`config.mk`:
```
export PLATFORM = sky130hd
export DESIGN_NAME = mono_page_framebuffer_raster_top
export DESIGN_NICKNAME = d
export VERILOG_FILES = /design/src/hdl/mpfb_pkg.sv /design/src/hdl/mpfb_frame_mem.sv /design/src/hdl/mpfb_bitmap_unit.sv /design/src/hdl/mpfb_line_gen.sv /design/src/hdl/mono_page_framebuffer_raster_top.sv
export SDC_FILE = /design/constraint.sdc
export NUM_CORES = 2
export LEC_CHECK = 0
export BUFFER_PORTS_ARGS = -buffer_cell sky130_fd_sc_hd__buf_2
export CORE_ASPECT_RATIO = 0.5
export CORE_MARGIN = 2
export CORE_UTILIZATION = 45
export DETAILED_ROUTE_END_ITERATION = 8
export HOLD_SLACK_MARGIN = 0.08
export REMOVE_ABC_BUFFERS = 1
export SYNTH_ARGS = -nofsm -noshare
export SYNTH_HDL_FRONTEND = slang
export SYNTH_HIERARCHICAL = 1
export SYNTH_SLANG_ARGS = --single-unit
```
`constraint.sdc`:
```
create_clock -name clk -period 25.3 [get_ports clk]
set_input_delay 1.265 -clock clk [delete_from_list [all_inputs] [get_ports clk]]
set_output_delay 1.265 -clock clk [all_outputs]
set_load 0.02 [all_outputs]
```
`src/hdl/mpfb_pkg.sv`:
```
// ----------------------------------------------------------------------------
// mpfb_pkg
// Shared constants, codes, types and helpers of the page framebuffer raster
// engine.
// ----------------------------------------------------------------------------
package mpfb_pkg;

    localparam int DISPLAY_WIDTH = 128;
    localparam int PAGE_COUNT    = 4;
    localparam int ROW_COUNT     = 8 * PAGE_COUNT;
    localparam int STORE_DEPTH   = DISPLAY_WIDTH * PAGE_COUNT;
    localparam int ADDR_W        = $clog2(STORE_DEPTH);

    // fixed field widths of the request and response ports
    localparam int REQ_W  = 3;
    localparam int COL_W  = 7;
    localparam int ROW_W  = 5;
    localparam int PAGE_W = 2;
    localparam int BYTE_W = 8;
    localparam int BMPW_W = 8;

    typedef enum logic [REQ_W-1:0] {
        REQ_FILL   = 3'd0,
        REQ_PIXEL  = 3'd1,
        REQ_BITMAP = 3'd2,
        REQ_LINE   = 3'd3,
        REQ_READ   = 3'd4
    } mpfb_req_t;

    typedef enum logic [3:0] {
        ST_CLEAR,
        ST_IDLE,
        ST_FILL,
        ST_RMW_RD,
        ST_RMW_WR,
        ST_LINE_RD,
        ST_LINE_WR,
        ST_READ,
        ST_READ_DATA,
        ST_DONE
    } mpfb_state_t;

    // up to two byte updates for one bitmap byte (it may straddle two pages)
    typedef struct packed {
        logic              ok0;
        logic [ADDR_W-1:0] addr0;
        logic [BYTE_W-1:0] mask0;
        logic [BYTE_W-1:0] data0;
        logic              ok1;
        logic [ADDR_W-1:0] addr1;
        logic [BYTE_W-1:0] mask1;
        logic [BYTE_W-1:0] data1;
    } bmp_plan_t;

    typedef struct packed {
        logic             active;
        logic [COL_W-1:0] col;
        logic [ROW_W-1:0] row;
    } line_pt_t;

    function automatic logic [ADDR_W-1:0] frame_addr(input logic [7:0] pg,
                                                     input logic [8:0] col);
        int sum;
        sum = int'(pg) * DISPLAY_WIDTH + int'(col);
        return ADDR_W'(sum);
    endfunction

endpackage

```
`src/hdl/mpfb_frame_mem.sv`:
```
// ----------------------------------------------------------------------------
// mpfb_frame_mem
// Single-port frame byte store, synchronous write, registered read.
// ----------------------------------------------------------------------------
module mpfb_frame_mem (
    input  logic                        clk,
    input  logic                        we,
    input  logic [mpfb_pkg::ADDR_W-1:0] addr,
    input  logic [mpfb_pkg::BYTE_W-1:0] wdata,
    output logic [mpfb_pkg::BYTE_W-1:0] rdata
);
    import mpfb_pkg::*;

    logic [BYTE_W-1:0] store_mem [STORE_DEPTH];
    logic [BYTE_W-1:0] rd_data_reg;

    always_ff @(posedge clk)
    begin
        if (we)
        begin
            store_mem[addr] <= wdata;
        end
        rd_data_reg <= store_mem[addr];
    end

    assign rdata = rd_data_reg;

endmodule

```
`src/hdl/mpfb_bitmap_unit.sv`:
```
// ----------------------------------------------------------------------------
// mpfb_bitmap_unit
// Bitmap cursor and the byte update plan for one vertical bitmap byte.
// ----------------------------------------------------------------------------
module mpfb_bitmap_unit (
    input  logic                        clk,
    input  logic                        rst_n,
    input  logic                        adv,
    input  logic [mpfb_pkg::COL_W-1:0]  x_start,
    input  logic [mpfb_pkg::ROW_W-1:0]  y_start,
    input  logic                        pixel_value,
    input  logic [mpfb_pkg::BYTE_W-1:0] column_bits,
    input  logic [mpfb_pkg::BMPW_W-1:0] bitmap_width,
    input  logic                        last_byte,
    output mpfb_pkg::bmp_plan_t         plan
);
    import mpfb_pkg::*;

    logic [6:0]        col_reg, col_next;
    logic [5:0]        row_reg, row_next;
    logic [7:0]        cx;
    logic [6:0]        r0;
    logic [3:0]        pg0;
    logic [4:0]        pg1;
    logic [2:0]        sh0;
    logic [3:0]        sh1;
    logic [BYTE_W-1:0] val;
    logic              col_ok;
    logic [7:0]        col_inc;

    assign cx     = {1'b0, x_start} + {1'b0, col_reg};
    assign r0     = {2'b00, y_start} + {1'b0, row_reg};
    assign pg0    = r0[6:3];
    assign pg1    = {1'b0, pg0} + 5'd1;
    assign sh0    = r0[2:0];
    assign sh1    = 4'd8 - {1'b0, sh0};
    assign val    = pixel_value ? column_bits : ~column_bits;
    assign col_ok = ({1'b0, cx} < 9'(DISPLAY_WIDTH));

    always_comb
    begin
        plan.ok0   = col_ok && (pg0 < 4'(PAGE_COUNT));
        plan.addr0 = frame_addr({4'b0000, pg0}, {1'b0, cx});
        plan.mask0 = 8'hff << sh0;
        plan.data0 = val << sh0;
        // upper part spills into the next page only for an unaligned row
        plan.ok1   = col_ok && (sh0 != 3'd0) && (pg1 < 5'(PAGE_COUNT));
        plan.addr1 = frame_addr({3'b000, pg1}, {1'b0, cx});
        plan.mask1 = 8'hff >> sh1;
        plan.data1 = val >> sh1;
    end

    assign col_inc = {1'b0, col_reg} + 8'd1;

    always_comb
    begin
        col_next = col_reg;
        row_next = row_reg;
        if (adv)
        begin
            if (col_inc == bitmap_width)
            begin
                col_next = 7'd0;
                row_next = row_reg + 6'd8;
            end
            else
            begin
                col_next = col_inc[6:0];
            end
            if (last_byte)
            begin
                col_next = 7'd0;
                row_next = 6'd0;
            end
        end
    end

    always_ff @(posedge clk or negedge rst_n)
    begin
        if (!rst_n)
        begin
            col_reg <= 7'd0;
            row_reg <= 6'd0;
        end
        else
        begin
            col_reg <= col_next;
            row_reg <= row_next;
        end
    end

endmodule

```
`src/hdl/mpfb_line_gen.sv`:
```
// ----------------------------------------------------------------------------
// mpfb_line_gen
// DDA point stepper with exact rational rounding (ties upward), end point
// left out. One point per step.
// ----------------------------------------------------------------------------
module mpfb_line_gen (
    input  logic                       clk,
    input  logic                       rst_n,
    input  logic                       load,
    input  logic                       step,
    input  logic [mpfb_pkg::COL_W-1:0] x_start,
    input  logic [mpfb_pkg::ROW_W-1:0] y_start,
    input  logic [mpfb_pkg::COL_W-1:0] x_end,
    input  logic [mpfb_pkg::ROW_W-1:0] y_end,
    output mpfb_pkg::line_pt_t         pt
);
    import mpfb_pkg::*;

    logic signed [7:0]  dx, dy_w;
    logic signed [5:0]  dy;
    logic [6:0]         ax, ay, n;

    logic [COL_W-1:0]   x_reg, x_next;
    logic [ROW_W-1:0]   y_reg, y_next;
    logic [7:0]         rx_reg, rx_next, ry_reg, ry_next;
    logic signed [8:0]  dx2_reg, dx2_next, dy2_reg, dy2_next;
    logic [7:0]         two_n_reg, two_n_next;
    logic [6:0]         cnt_reg, cnt_next;

    logic signed [10:0] x_sum, x_dn, y_sum, y_dn;

    assign dx   = $signed({1'b0, x_end}) - $signed({1'b0, x_start});
    assign dy   = $signed({1'b0, y_end}) - $signed({1'b0, y_start});
    assign dy_w = 8'(dy);
    assign ax   = dx[7] ? 7'(-dx) : 7'(dx);
    assign ay   = dy[5] ? {2'b00, 5'(-dy)} : {2'b00, 5'(dy)};
    assign n    = (ax >= ay) ? ax : ay;

    // remainder update: at most one wrap per step since |d| <= n
    assign x_sum = $signed({3'b000, rx_reg}) + 11'(dx2_reg);
    assign x_dn  = x_sum - $signed({3'b000, two_n_reg});
    assign y_sum = $signed({3'b000, ry_reg}) + 11'(dy2_reg);
    assign y_dn  = y_sum - $signed({3'b000, two_n_reg});

    always_comb
    begin
        x_next     = x_reg;
        y_next     = y_reg;
        rx_next    = rx_reg;
        ry_next    = ry_reg;
        dx2_next   = dx2_reg;
        dy2_next   = dy2_reg;
        two_n_next = two_n_reg;
        cnt_next   = cnt_reg;
        if (load)
        begin
            x_next     = x_start;
            y_next     = y_start;
            rx_next    = {1'b0, n};
            ry_next    = {1'b0, n};
            dx2_next   = {dx, 1'b0};
            dy2_next   = {dy_w, 1'b0};
            two_n_next = {n, 1'b0};
            cnt_next   = n;
        end
        else if (step && (cnt_reg != 7'd0))
        begin
            cnt_next = cnt_reg - 7'd1;
            if (!x_dn[10])
            begin
                rx_next = x_dn[7:0];
                x_next  = x_reg + 7'd1;
            end
            else if (x_sum[10])
            begin
                rx_next = 8'(x_sum + $signed({3'b000, two_n_reg}));
                x_next  = x_reg - 7'd1;
            end
            else
            begin
                rx_next = x_sum[7:0];
            end
            if (!y_dn[10])
            begin
                ry_next = y_dn[7:0];
                y_next  = y_reg + 5'd1;
            end
            else if (y_sum[10])
            begin
                ry_next = 8'(y_sum + $signed({3'b000, two_n_reg}));
                y_next  = y_reg - 5'd1;
            end
            else
            begin
                ry_next = y_sum[7:0];
            end
        end
    end

    always_ff @(posedge clk or negedge rst_n)
    begin
        if (!rst_n)
        begin
            cnt_reg <= 7'd0;
        end
        else
        begin
            cnt_reg <= cnt_next;
        end
    end

    always_ff @(posedge clk)
    begin
        x_reg     <= x_next;
        y_reg     <= y_next;
        rx_reg    <= rx_next;
        ry_reg    <= ry_next;
        dx2_reg   <= dx2_next;
        dy2_reg   <= dy2_next;
        two_n_reg <= two_n_next;
    end

    always_comb
    begin
        pt.active = (cnt_reg != 7'd0);
        pt.col    = x_reg;
        pt.row    = y_reg;
    end

endmodule

```
`src/hdl/mono_page_framebuffer_raster_top.sv`:
```
// ----------------------------------------------------------------------------
// mono_page_framebuffer_raster_top
// Raster engine over a page-organized monochrome frame store: fill, pixel,
// bitmap byte, DDA line and byte read on one RAM (pixel/bitmap/line by RMW).
//
//   channel | handshake            | payload
//   --------+----------------------+---------------------------------------
//   request | req_valid/req_ready  | req_type x_start y_start x_end y_end
//           |                      | pixel_value column_bits bitmap_width
//           |                      | last_byte page
//   result  | rsp_valid/rsp_ready  | read_data data_valid
//
// Pixel and read touch one byte; a bitmap byte touches one, two when it straddles
// two pages, none when fully off screen; a line touches one byte per drawn point;
// fill writes all STORE_DEPTH bytes. All are bound by the single RAM port.
// After reset the store is cleared with req_ready low. A held result does not
// block accepting the next request; that request waits at completion until the
// result register frees.
// ----------------------------------------------------------------------------
module mono_page_framebuffer_raster_top (
    input  logic                        clk,
    input  logic                        rst_n,
    input  logic                        req_valid,
    output logic                        req_ready,
    input  logic [mpfb_pkg::REQ_W-1:0]  req_type,
    input  logic [mpfb_pkg::COL_W-1:0]  x_start,
    input  logic [mpfb_pkg::ROW_W-1:0]  y_start,
    input  logic [mpfb_pkg::COL_W-1:0]  x_end,
    input  logic [mpfb_pkg::ROW_W-1:0]  y_end,
    input  logic                        pixel_value,
    input  logic [mpfb_pkg::BYTE_W-1:0] column_bits,
    input  logic [mpfb_pkg::BMPW_W-1:0] bitmap_width,
    input  logic                        last_byte,
    input  logic [mpfb_pkg::PAGE_W-1:0] page,
    output logic                        rsp_valid,
    input  logic                        rsp_ready,
    output logic [mpfb_pkg::BYTE_W-1:0] read_data,
    output logic                        data_valid
);
    import mpfb_pkg::*;

    mpfb_state_t       state_reg, state_next;

    logic [ADDR_W-1:0] sweep_cnt_reg, sweep_cnt_next;
    logic [BYTE_W-1:0] fill_byte_reg, fill_byte_next;
    logic              pend1_reg, pend1_next;
    logic              rsp_valid_reg, rsp_valid_next;

    logic [ADDR_W-1:0] addr_reg, addr_next, addr1_reg, addr1_next;
    logic [BYTE_W-1:0] mask_reg, mask_next, mask1_reg, mask1_next;
    logic [BYTE_W-1:0] data_reg, data_next, data1_reg, data1_next;
    logic              rd_ok_reg, rd_ok_next;
    logic [BYTE_W-1:0] res_data_reg, res_data_next;
    logic              res_dv_reg, res_dv_next;
    logic [BYTE_W-1:0] read_data_reg, read_data_next;
    logic              data_valid_reg, data_valid_next;

    logic              accept;
    logic              sweep_last;
    logic              rsp_free;
    logic              pix_ok, rd_ok, line_ok;
    logic [ADDR_W-1:0] pix_addr, rd_addr, line_addr;
    logic [BYTE_W-1:0] pix_mask, line_mask;

    logic              mem_we;
    logic [ADDR_W-1:0] mem_addr;
    logic [BYTE_W-1:0] mem_wdata, mem_rdata, merged;

    logic              bmp_adv, line_load, line_step;
    bmp_plan_t         plan;
    line_pt_t          line_pt;

    mpfb_frame_mem u_mem (
        .clk   (clk),
        .we    (mem_we),
        .addr  (mem_addr),
        .wdata (mem_wdata),
        .rdata (mem_rdata)
    );

    mpfb_bitmap_unit u_bmp (
        .clk          (clk),
        .rst_n        (rst_n),
        .adv          (bmp_adv),
        .x_start      (x_start),
        .y_start      (y_start),
        .pixel_value  (pixel_value),
        .column_bits  (column_bits),
        .bitmap_width (bitmap_width),
        .last_byte    (last_byte),
        .plan         (plan)
    );

    mpfb_line_gen u_line (
        .clk     (clk),
        .rst_n   (rst_n),
        .load    (line_load),
        .step    (line_step),
        .x_start (x_start),
        .y_start (y_start),
        .x_end   (x_end),
        .y_end   (y_end),
        .pt      (line_pt)
    );

    assign accept     = req_valid && req_ready;
    assign sweep_last = (sweep_cnt_reg == ADDR_W'(STORE_DEPTH - 1));
    assign rsp_free   = !rsp_valid_reg || rsp_ready;
    assign bmp_adv    = accept && (req_type == REQ_BITMAP);
    assign line_load  = accept && (req_type == REQ_LINE);

    assign pix_ok   = ({2'b00, x_start} < 9'(DISPLAY_WIDTH)) &&
                      ({2'b00, y_start} < 7'(ROW_COUNT));
    assign pix_addr = frame_addr(8'(y_start[ROW_W-1:3]), {2'b00, x_start});
    assign pix_mask = 8'h01 << y_start[2:0];

    assign rd_ok    = ({2'b00, x_start} < 9'(DISPLAY_WIDTH)) &&
                      ({2'b00, page} < 4'(PAGE_COUNT));
    assign rd_addr  = frame_addr(8'(page), {2'b00, x_start});

    assign line_ok   = ({2'b00, line_pt.col} < 9'(DISPLAY_WIDTH)) &&
                       ({2'b00, line_pt.row} < 7'(ROW_COUNT));
    assign line_addr = frame_addr(8'(line_pt.row[ROW_W-1:3]), {2'b00, line_pt.col});
    assign line_mask = 8'h01 << line_pt.row[2:0];

    assign merged = (mem_rdata & ~mask_reg) | (data_reg & mask_reg);

    // next state
    always_comb
    begin
        state_next = state_reg;
        case (state_reg)
            ST_CLEAR:
            begin
                if (sweep_last)
                begin
                    state_next = ST_IDLE;
                end
            end
            ST_FILL:
            begin
                if (sweep_last)
                begin
                    state_next = ST_DONE;
                end
            end
            ST_IDLE:
            begin
                if (req_valid)
                begin
                    case (req_type)
                        REQ_FILL:   state_next = ST_FILL;
                        REQ_PIXEL:  state_next = pix_ok ? ST_RMW_RD : ST_DONE;
                        REQ_BITMAP: state_next = (plan.ok0 || plan.ok1) ? ST_RMW_RD
                                                                         : ST_DONE;
                        REQ_LINE:   state_next = ST_LINE_RD;
                        REQ_READ:   state_next = ST_READ;
                        default:    state_next = ST_DONE;
                    endcase
                end
            end
            ST_RMW_RD:    state_next = ST_RMW_WR;
            ST_RMW_WR:    state_next = pend1_reg ? ST_RMW_RD : ST_DONE;
            ST_LINE_RD:
            begin
                if (!line_pt.active)
                begin
                    state_next = ST_DONE;
                end
                else if (line_ok)
                begin
                    state_next = ST_LINE_WR;
                end
            end
            ST_LINE_WR:   state_next = ST_LINE_RD;
            ST_READ:      state_next = ST_READ_DATA;
            ST_READ_DATA: state_next = ST_DONE;
            ST_DONE:
            begin
                if (rsp_free)
                begin
                    state_next = ST_IDLE;
                end
            end
            default:      state_next = ST_IDLE;
        endcase
    end

    // state outputs: RAM port and line stepping
    always_comb
    begin
        req_ready = 1'b0;
        mem_we    = 1'b0;
        mem_addr  = addr_reg;
        mem_wdata = merged;
        line_step = 1'b0;
        case (state_reg)
            ST_CLEAR, ST_FILL:
            begin
                mem_we    = 1'b1;
                mem_addr  = sweep_cnt_reg;
                mem_wdata = fill_byte_reg;
            end
            ST_IDLE:
            begin
                req_ready = 1'b1;
            end
            ST_RMW_WR, ST_LINE_WR:
            begin
                mem_we    = 1'b1;
                line_step = (state_reg == ST_LINE_WR);
            end
            ST_LINE_RD:
            begin
                mem_addr  = line_addr;
                line_step = line_pt.active && !line_ok;
            end
            default:
            begin
                mem_we = 1'b0;
            end
        endcase
    end

    // datapath
    always_comb
    begin
        sweep_cnt_next  = sweep_cnt_reg;
        fill_byte_next  = fill_byte_reg;
        pend1_next      = pend1_reg;
        rsp_valid_next  = rsp_valid_reg;
        addr_next       = addr_reg;
        mask_next       = mask_reg;
        data_next       = data_reg;
        addr1_next      = addr1_reg;
        mask1_next      = mask1_reg;
        data1_next      = data1_reg;
        rd_ok_next      = rd_ok_reg;
        res_data_next   = res_data_reg;
        res_dv_next     = res_dv_reg;
        read_data_next  = read_data_reg;
        data_valid_next = data_valid_reg;

        if (rsp_valid_reg && rsp_ready)
        begin
            rsp_valid_next = 1'b0;
        end

        case (state_reg)
            ST_CLEAR, ST_FILL:
            begin
                sweep_cnt_next = sweep_last ? '0 : sweep_cnt_reg + ADDR_W'(1);
            end
            ST_IDLE:
            begin
                if (accept)
                begin
                    res_dv_next    = (req_type == REQ_READ);
                    res_data_next  = '0;
                    fill_byte_next = {BYTE_W{pixel_value}};
                    addr1_next     = plan.addr1;
                    mask1_next     = plan.mask1;
                    data1_next     = plan.data1;
                    rd_ok_next     = rd_ok;
                    pend1_next     = 1'b0;
                    case (req_type)
                        REQ_PIXEL:
                        begin
                            addr_next = pix_addr;
                            mask_next = pix_mask;
                            data_next = pixel_value ? pix_mask : '0;
                        end
                        REQ_BITMAP:
                        begin
                            if (plan.ok0)
                            begin
                                addr_next  = plan.addr0;
                                mask_next  = plan.mask0;
                                data_next  = plan.data0;
                                pend1_next = plan.ok1;
                            end
                            else
                            begin
                                addr_next = plan.addr1;
                                mask_next = plan.mask1;
                                data_next = plan.data1;
                            end
                        end
                        REQ_READ:
                        begin
                            addr_next = rd_addr;
                        end
                        default:
                        begin
                            addr_next = addr_reg;
                        end
                    endcase
                end
            end
            ST_RMW_WR:
            begin
                if (pend1_reg)
                begin
                    addr_next  = addr1_reg;
                    mask_next  = mask1_reg;
                    data_next  = data1_reg;
                    pend1_next = 1'b0;
                end
            end
            ST_LINE_RD:
            begin
                addr_next = line_addr;
                mask_next = line_mask;
                data_next = line_mask;
            end
            ST_READ_DATA:
            begin
                res_data_next = rd_ok_reg ? mem_rdata : '0;
            end
            ST_DONE:
            begin
                if (rsp_free)
                begin
                    rsp_valid_next  = 1'b1;
                    read_data_next  = res_data_reg;
                    data_valid_next = res_dv_reg;
                end
            end
            default:
            begin
                pend1_next = pend1_reg;
            end
        endcase
    end

    always_ff @(posedge clk or negedge rst_n)
    begin
        if (!rst_n)
        begin
            state_reg     <= ST_CLEAR;
            sweep_cnt_reg <= '0;
            fill_byte_reg <= '0;
            pend1_reg     <= 1'b0;
            rsp_valid_reg <= 1'b0;
        end
        else
        begin
            state_reg     <= state_next;
            sweep_cnt_reg <= sweep_cnt_next;
            fill_byte_reg <= fill_byte_next;
            pend1_reg     <= pend1_next;
            rsp_valid_reg <= rsp_valid_next;
        end
    end

    always_ff @(posedge clk)
    begin
        addr_reg       <= addr_next;
        mask_reg       <= mask_next;
        data_reg       <= data_next;
        addr1_reg      <= addr1_next;
        mask1_reg      <= mask1_next;
        data1_reg      <= data1_next;
        rd_ok_reg      <= rd_ok_next;
        res_data_reg   <= res_data_next;
        res_dv_reg     <= res_dv_next;
        read_data_reg  <= read_data_next;
        data_valid_reg <= data_valid_next;
    end

    assign rsp_valid  = rsp_valid_reg;
    assign read_data  = read_data_reg;
    assign data_valid = data_valid_reg;

    // every accepted transaction takes the sequencer out of idle
    a_accept_leaves_idle: assert property (@(posedge clk) disable iff (!rst_n)
        accept |=> (state_reg != ST_IDLE))
        else $error("request accepted but sequencer stayed idle");

    // the line stepper only holds points while the sequencer walks a line
    a_line_owned: assert property (@(posedge clk) disable iff (!rst_n)
        line_pt.active |-> (state_reg == ST_LINE_RD || state_reg == ST_LINE_WR))
        else $error("line points pending outside of line drawing");

    // a second page update is only pending inside a read-modify-write
    a_pend_in_rmw: assert property (@(posedge clk) disable iff (!rst_n)
        pend1_reg |-> (state_reg == ST_RMW_RD || state_reg == ST_RMW_WR))
        else $error("second page update pending outside read-modify-write");

endmodule
```
==> out/results.txt <==
slowest CP cell - nor4_2
Final HPWL DP - 298 mm
Cell Area, Synth - 170,000 sq um
Final Hold Fails - 0
CTS tree - done
IO Port Bufs - 61
Slew @ Worst Pin - 1.56 ns
post-DR vias/cell - 6.35
H-tree depth - 5
post-CTS setup buffers - 0
Hold WC Path Type - in -> async
worst-case clock skew - 0.0644 ns
pre-CTS setup slack - 16.16 ns
main combinational cell family by area after synthesis - multiplexers
Max Cap Viol - 1
Synth async-reset ratio - 0.776%
Setup CP Type - reg -> reg
Final nets - 9,087
#FFs+latches synth - 4,252
LEAKAGE - 48.7 nW
WL per Instance - 34.0 um
Main synth FF type - edfxtp_1
yosys warns - 6
CP Data Required Time - 26.08 ns
first-pass GRT wire length - 675 mm
clock latency at the later pin of the worst-skew pair - 0.98 ns
die width - 874 um
sequential fraction of the synthesis area - 74.9%
simple-gate share of the synthesized area - 3.61%
DRT iter0 DRCs - 13.5k
largest net degree at the start of global routing - 195
Final Setup Violations - 0
DRT Pass-1 Iters - 6
Post-synth EDFFs - 4,209
Sum Neg Setup Slack - 0 ns
Hold-fix buffers, CTS - 0
Tcrit/Tclk final - 36.4%
fraction of layout cells with a size suffix above 1 - 19.3%
initial antenna violation count - 36
power per cell area - 71.6 nW/um^2
post-CTS sizing - 0
crit-path most repeated cell - buf_4
CP Max Fanout - 72
Tot GR Track Use - 24.7%
status - finished with violations
headroom to the max-slew limit - -4.49%
# rows - 159
Post-Synth XOR/XNOR Area - 0.463%
area grow syn2layout - 10.8%
die area - 383,000 sq um
worst hold slack - 0.406 ns
failing checks - max-capacitance violations, max-slew violations
Starting Density - 45.3%
max incr delay on CP - 0.81 ns
RSZ-0062 raised after global routing - false
Clock Path Buffers - 4
largest cells by area after synthesis - edfxtp_1 (74%), mux4_2 (11%), mux2i_1 (2.8%)
area share of the largest cell type after synthesis - 74.3%
via count - 90.5k
Final GP Congestion - 0.869
cell area after placement - 176,000 sq um
Largest delay share family, worst path - buffers and inverters
Max Slew Vio Count - 2
number of buffers and inverters on the critical path - 6
final instance area - 188,000 sq um
die height - 439 um
vias in the first global route - 86.6k
core area - 376,000 sq um
CTS sink count - 4,252
CP Cell Sequence - nor3_2 -> a22oi_1 -> nand2_4 -> buf_4 -> buf_4 -> buf_12 -> buf_4 -> buf_4 -> buf_4 -> mux4_2 -> a22oi_1 -> a21oi_1 -> or3_1 -> nor4_2 -> nand4_1
Max Clk Rate - 109 MHz
max FFs per register - 4,096
post-route setup slack - 16.09 ns
startpoint types - flop
DRC violations left - 0
worst endpoint data arrival time - 9.99 ns
most area-hungry cell type in the Yosys netlist - edfxtp_1
mux contribution to synthesized area - 13.9%
RR Startpoint - state_reg[0]
worst reg-to-reg setup slack - 16.09 ns
Largest Register - u_mem/store_mem
Num CTS Buffers - 382
total gr overflow - 0
RR Endpoint - u_mem/rdata[4]
DRT Wirelength - 484 mm
complex-gate fraction of the synthesized area - 4.44%
maximum vdd drop - 0.0000525 V
Syn Area/Cell - 19.3 sq um
reg2reg path depth - 15
Post-Syn Instances - 8,808
clock slew at reported path FFs - 0.07 ns
Netlist cell types - 118
Root Driver - clkbuf_16
Ports - 62
crit path capture type - flop
post-route ant nets - 0
min Tclk post-route - 9.21 ns
Synth Area in Adders - 0.805%
Layout Utilization - 50.1%
## metrics by stage
step,power [mW],cells
2_1_floorplan,7.85,8263
3_3_place_gp,7.89,13500
3_5_place_dp,7.89,13500
4_1_cts,13.6,14200
5_1_grt,13.8,14200
6_report,13.5,14300
## cells in the final DEF (no fill, tap or decap), types with 20 or more instances in the layout
cell type  instances
mux2i_1          483
buf_4            208
diode_2           20
buf_2             63
a31oi_1           81
clkinv_2          75
o211ai_1          25
a22oi_1          204
a21oi_1          155
inv_1             95
and2_1            27
clkbuf_16        387
clkbuf_1          86
xnor2_1           55
ha_1              91
nand4_1           51
mux4_2           819
nand3_1           52
nor4_1            34
mux2_2            29
nor3_1            48
bufinv_16         30
nor2b_1           46
a32oi_1           31
a221oi_1          92
dfrtp_1           33
o21ai_0          112
a211oi_1          49
o22ai_1          137
and3_1            30
edfxtp_1        4209
nor2_1           631
clkinv_1          83
nand2_1          200
a22o_1            51
xor2_1            35
a21o_1            21
## worst max path at each step
| stage | from | end | slack [ns] | cells past startpoint |
|---|---|---|---|---|
| 6_report | state_reg[0] | u_mem/rdata[4] | 16.09 | 15 |
| 3_5_place_dp | state_reg[3] | u_mem/rdata[4] | 16.16 | 15 |
| 5_1_grt | state_reg[0] | u_mem/rdata[4] | 15.61 | 15 |
| 3_3_place_gp | state_reg[3] | u_mem/rdata[4] | 16.06 | 15 |
| 2_1_floorplan | state_reg[0] | u_mem/store_mem[127][0] | -23.34 | 5 |
| 4_1_cts | state_reg[0] | u_mem/rdata[4] | 16.14 | 15 |
## power by group
| part | internal [mW] | switching [mW] |
|---|---|---|
| combinational | 0.0426 | 0.0695 |
| clock | 3.14 | 2.62 |
| sequential | 7.62 | 0.000326 |
## routing by layer
layer	share of wire (%)	track usage, %
met1	41	36.1
met4	3.0	6.89
met5	0.015	0
met2	45	37.2
met3	11	6.14
## layout make-up
type / count / area, sq um
inverter: 98 / 374
multi-input combinational: 3913 / 40000
clock inverter: 222 / 2120
tap: 4991 / 6240
fill: 30100 / 187000
antenna: 20 / 50.0
sequential: 4252 / 127000
clock buffer: 475 / 10000
timing repair buffer: 287 / 2170
## cell usage after synthesis, types with 33 or more instances
master	count
clkbuf_1	223
nor2_1	643
mux2i_1	483
a21oi_1	163
inv_1	95
a221oi_1	92
nand2_1	211
a31oi_1	84
nor4_1	41
mux4_2	819
a22oi_1	204
a22o_1	51
dfrtp_1	33
nand3_1	60
nor2b_1	52
xnor2_1	55
xor2_1	35
a211oi_1	49
nand4_1	51
o22ai_1	137
nor3_1	51
ha_1	91
buf_2	203
o21ai_0	113
buf_4	66
edfxtp_1	4209
## kinds of logic after synthesis
family,Yosys count
buf+inv,643
other cells,1
fa+ha+maj,103
flops,4252
mux,1335
simple gates,1302
compound gates,1082
xor+xnor,90
Note: power is estimated with default switching activity, not from simulation.
